`src/hw/rtl/pat_pkg.sv`:
```
// Shared types and constants for the positional array table.
// Holds the item codes, the cell select code and the fixed field widths.
// No dependencies.
package pat_pkg;

	localparam int WORD_W    = 32;
	localparam int POS_W     = 7;
	localparam int FIDX_W    = 7;
	localparam int FILL_W    = 8;
	localparam int S_TDATA_W = 40;
	localparam int M_TDATA_W = 48;

	typedef logic signed [WORD_W-1:0] word_t;

	typedef enum logic [1:0] {
		CMD_INSERT = 2'd0,
		CMD_DELETE = 2'd1,
		CMD_SEARCH = 2'd2,
		CMD_READ   = 2'd3
	} cmd_t;

	typedef enum logic [1:0] {
		STS_OK        = 2'd0,
		STS_FULL      = 2'd1,
		STS_BAD_POS   = 2'd2,
		STS_NOT_FOUND = 2'd3
	} status_t;

	// what a cell loads at the next edge
	typedef enum logic [1:0] {
		CM_HOLD  = 2'd0,
		CM_LEFT  = 2'd1,
		CM_RIGHT = 2'd2,
		CM_LOAD  = 2'd3
	} cell_mode_t;

endpackage

```
`src/hw/rtl/pat_cell.sv`:
```
// One storage cell of the table chain: a 32-bit entry with a neighbour select.
// Depends on pat_pkg for the word and select types.
module pat_cell (
	input  logic                clk,
	input  pat_pkg::cell_mode_t mode,
	input  pat_pkg::word_t      left_val,
	input  pat_pkg::word_t      right_val,
	input  pat_pkg::word_t      load_val,
	output pat_pkg::word_t      val
);
	import pat_pkg::*;

	word_t val_q;

	always_ff @(posedge clk) begin
		case (mode)
			CM_LEFT:  val_q <= left_val;
			CM_RIGHT: val_q <= right_val;
			CM_LOAD:  val_q <= load_val;
			default:  val_q <= val_q;
		endcase
	end

	assign val = val_q;

endmodule

```
`config.mk`:
```
export PLATFORM = sky130hd
export DESIGN_NAME = pat_cell
export DESIGN_NICKNAME = d
export VERILOG_FILES = /design/src/hw/rtl/pat_pkg.sv /design/src/hw/rtl/pat_cell.sv
export SDC_FILE = /design/constraint.sdc
export NUM_CORES = 1
export LEC_CHECK = 0
export BUFFER_PORTS_ARGS = -buffer_cell sky130_fd_sc_hd__buf_2
export CORE_ASPECT_RATIO = 1.2
export CORE_MARGIN = 2
export CORE_UTILIZATION = 36
export DETAILED_ROUTE_END_ITERATION = 8
export MAX_ROUTING_LAYER = met4
export PLACE_DENSITY = 0.77
export SLEW_MARGIN = 20
export SYNTH_ARGS = -nofsm -noshare
export SYNTH_HDL_FRONTEND = slang
export SYNTH_SLANG_ARGS = --single-unit
```
`constraint.sdc`:
```
create_clock -name clk -period 1.3 [get_ports clk]
set_clock_uncertainty 0.2 [all_clocks]
set_input_delay 0 -clock clk [delete_from_list [all_inputs] [get_ports clk]]
set_output_delay 0 -clock clk [all_outputs]
set_load 0.01 [all_outputs]
```
## Yosys cells after proc, flatten, opt, wreduce, memory -nomap -nowiden

Index checks and enable logic that the tools add are counted.

| word-level totals | value |
|---|---|
| output and inout port bits | 32 |
| flip-flop bits (word level) | 32 |
| bits of input ports | 99 |

| cells by class | value |
|---|---|
| mux-type cells | 1 |
| equal/unequal tests | 3 |
| reduce and logical (&&, ||, !) cells | 1 |

Operators with widths:

| operator | number |
|---|---|
| 32-bit case mux with 3 select lines | 1 |
| 2-bit equality test (second input constant) | 2 |
| 3-bit nonzero test | 1 |
| 2-bit by 1-bit equality test with 1-bit output (second input constant) | 1 |

## Depth between registers and ports, before layout

| depth | value |
|---|---|
| depth in word-level cells | 2 |
| gate-level depth with buffers | 4 |
| gate-level depth less buffers | 2 |

## Worst setup path after synthesis

Ideal clock, no wire load.

| timing | value |
|---|---|
| kind | in2reg |
| start point | in mode[0] |
| end point | reg val_q[0] (netlist: val[0]), enable pin |
| library setup time | 330 ps |
| path buffers | 2 |
| stages on the path | 3 |
| required time | 770 ps |
| setup slack | -15 ps |
| data arrival time | 786 ps |
| path through | buf_6 > buf_12 > or2_2 |

| on the way | value |
|---|---|
| word-level cells in the longest chain between the ends | 2 |
| elaborated cells between the ends (all ways) | 4 |
| those cells by class | eq/ne: 3; reduce/logical: 1 |

RTL lines:

| element | RTL line | source |
|---|---|---|
| from (decl) | pat_cell.sv:5 | `input pat_pkg::cell_mode_t mode,` |
| 2-bit equality test or 2-bit by 1-bit equality test with 1-bit output (tied branches) | pat_cell.sv:16 | `case (mode)` |
| 3-bit nonzero test (no source line) * | -- |  |
| to (signal assigned) | pat_cell.sv:17 | `CM_LEFT: val_q <= left_val;` |
| to (signal assigned) | pat_cell.sv:18 | `CM_RIGHT: val_q <= right_val;` |
| to (signal assigned) | pat_cell.sv:19 | `CM_LOAD: val_q <= load_val;` |
| to (decl) | pat_cell.sv:13 | `word_t val_q;` |

Every way passes the cells marked *; elsewhere a longest branch is shown, timed or not.
A chain may end at the register's enable or synchronous reset.

## Final worst setup path

| timing | value |
|---|---|
| start point | in load_val[13] |
| end point | reg val_q[13] (netlist: val[13]), data pin |

| on the way | value |
|---|---|
| word-level cells in the longest chain between the ends | 1 |

RTL lines:

| element | RTL line | source |
|---|---|---|
| from (decl) | pat_cell.sv:8 | `input pat_pkg::word_t load_val,` |
| 32-bit case mux with 3 select lines | pat_cell.sv:16 |  |

Every way passes these cells.

==> impl_metrics.toml <==
[timing]
drv_slew = 0
rsz0062_at_grt = "false"
setup-violations-final = 0
finalHoldViolCount = 0
max_freq_mhz = 862
fin_crit_ns = 1.16
worst_pin_slew_ns = 0.451
fin_crit_sh_pct = 89.2
setup_tns_ns = 0
relSlewSlack_pct = 70.0

[flow_run]
cap_violations = 0

[clock_network]
cts.path.max_buffers = 2
h-tree-depth = 2
cts_buffers = 5
path_clk_slew_ns = 0.06
cts_root_buf = "clkbuf_8"
cts_sinks = 32
cts.repair.resized = 0
cts_tree = "done"

[die]
boundaryPins = 131
initial_core_util_pct = 37.0
die_w_um = 66.2
dieArea_um2 = 5210
dieHeight_um = 78.7
design.core.area_um2 = 4530
rows = 27

[grt]
overflow = 0
grt_use_total_pct = 26.7
antenna_found_initial = 0
grt_max_degree = 33
grt_pass1_vias = 2184
grt_pass1_wl_um = 9950

[cells_and_area]
fin_cells = 424
nFillCells = 315
largest_reg_flops = 32
syn2layout_area_growth_pct = 101
drive_gt1_share_pct = 38.4
fin_nets = 464
final_area_um2 = 3370
final_common_cell = "buf_2"
mostFrequentLayoutCells = "buf_2, dlygate4sd3_1"

[worst_setup_path]
worst-setup-path-type = "input port to flop"
worstSetupStartpointType = "input port"
cp.arrival_ns = 0.97
crit_fanout = 1
cp.required_ns = 1.11
cp-end-kind = "flop"

[power_and_ir_drop]
p_per_area_nw_per_um2 = 836
vdd_drop_max_uv = 589
p_leak_nw = 1.59

[min_path]
hold_end = "val[25]"
hp-class = "input port to flop"
min_path_cells = 3
min_from = "mode[1]"

[drt]
drc_errors = 0
routed_wl_um = 6730
drt_iter0_drc = 147
dr.pass1.iters = 4
vias = 2024
wl_per_cell_um = 15.9
final_antenna_net_count = 0
via_per_inst = 4.77

[placement]
portBuffers = 130
dp_hpwl_um = 2970
place_area_um2 = 2330
place.gp.congestion = 0.753
dpl.cell_count = 320

[synthesis]
yosysSeqAreaShare_pct = 57.4
ys_warn_count = 0
yosysUniqueCellTypes = 10
synth_area_um2 = 1670
syn_avg_cell_area_um2 = 11.9
synthesis.nets = 239
ys_ff_latch = 32
netlist_instances = 140

[run_status]
status = "complete, no violations"
-- report_power, final --
| group | switching, mW | internal, mW |
|---|---|---|
| Sequential | 0.0318 | 1.28 |
| Clock | 0.340 | 0.363 |
| Combinational | 0.343 | 0.462 |
| Total | 0.714 | 2.10 |
-- cells by family after synthesis --
logic type / after synthesis / share of synthesized area (%)
AOI/OAI and AO/OA: 32 / 9.57
buffers and inverters: 11 / 6.28
DFF: 32 / 57.4
muxes: 32 / 19.1
and+or+nand+nor: 33 / 7.55
-- worst max-delay path, cell delays in order --
cell,delay (ns)
dlygate4sd3_1,0.55
buf_2,0.13
mux2i_1,0.20
a21oi_1,0.10
-- per-layer routing --
layer  GRT usage (%)  vias to the layer above  part of all wire, %
met1            23.9                      907                   33
met3            7.45                       30                  8.4
li1                -                      958                    -
met5               -                        -                    0
met4            15.3                        0                  4.6
met2            48.8                      129                   54
-- Yosys cell counts --
| master | instances | area, µm² |
|---|---|---|
| or2_2 | 1 | 6.26 |
| a21oi_1 | 32 | 160 |
| mux2i_1 | 32 | 320 |
| buf_6 | 1 | 11.3 |
| nor2_1 | 32 | 120 |
| buf_2 | 3 | 15.0 |
| buf_4 | 1 | 7.51 |
| clkbuf_1 | 3 | 11.3 |
| edfxtp_1 | 32 | 961 |
| buf_12 | 3 | 60.1 |
-- how the worst max path moves through the flow --
stage / endpoint / cells after the start / start / slack, ns
global route: val[13] / 4 / right_val[13] / 0.09
finish: val[13] / 4 / load_val[13] / 0.14
global placement: val[14] / 4 / mode[0] / 0.17
detailed placement: val[21] / 4 / mode[0] / 0.12
CTS: val[1] / 4 / load_val[1] / 0.25
floorplan: val[0] / 3 / mode[0] / 0.17
-- final cells by class --
class                           count  area [µm²]  share of cell area, %
Sequential cell                    32         961                   28.5
Tap cell                           58        72.6                   2.15
Clock buffer                        6        72.6                   2.15
Timing Repair Buffer              229        1650                   48.9
Clock inverter                      1        5.00                  0.149
Multi-Input combinational cell     97         609                   18.1
Antenna cell                        1        2.50                 0.0743
-- metrics by stage --
step | setup WS (ns) | utilization (%) | power, mW | hold WS, ns
after global placement | 0.169 | 51.4 | 1.86 | 0.118
after CTS | 0.248 | 74.4 | 2.81 | 0.120
after detailed placement | 0.117 | 51.4 | 1.88 | 0.124
final | 0.140 | 74.4 | 2.82 | 0.133
after floorplan | 0.169 | - | 1.61 | 0.0299
after global routing | 0.0900 | 74.4 | 2.94 | 0.151
-- repair_timing --
| action | CTS | global route |
|---|---|---|
| hold buffers | 96 | 0 |
| hold endpoints to repair | 32 | 0 |
| buffers inserted | 0 | 0 |
(Power assumes the default switching activity.)
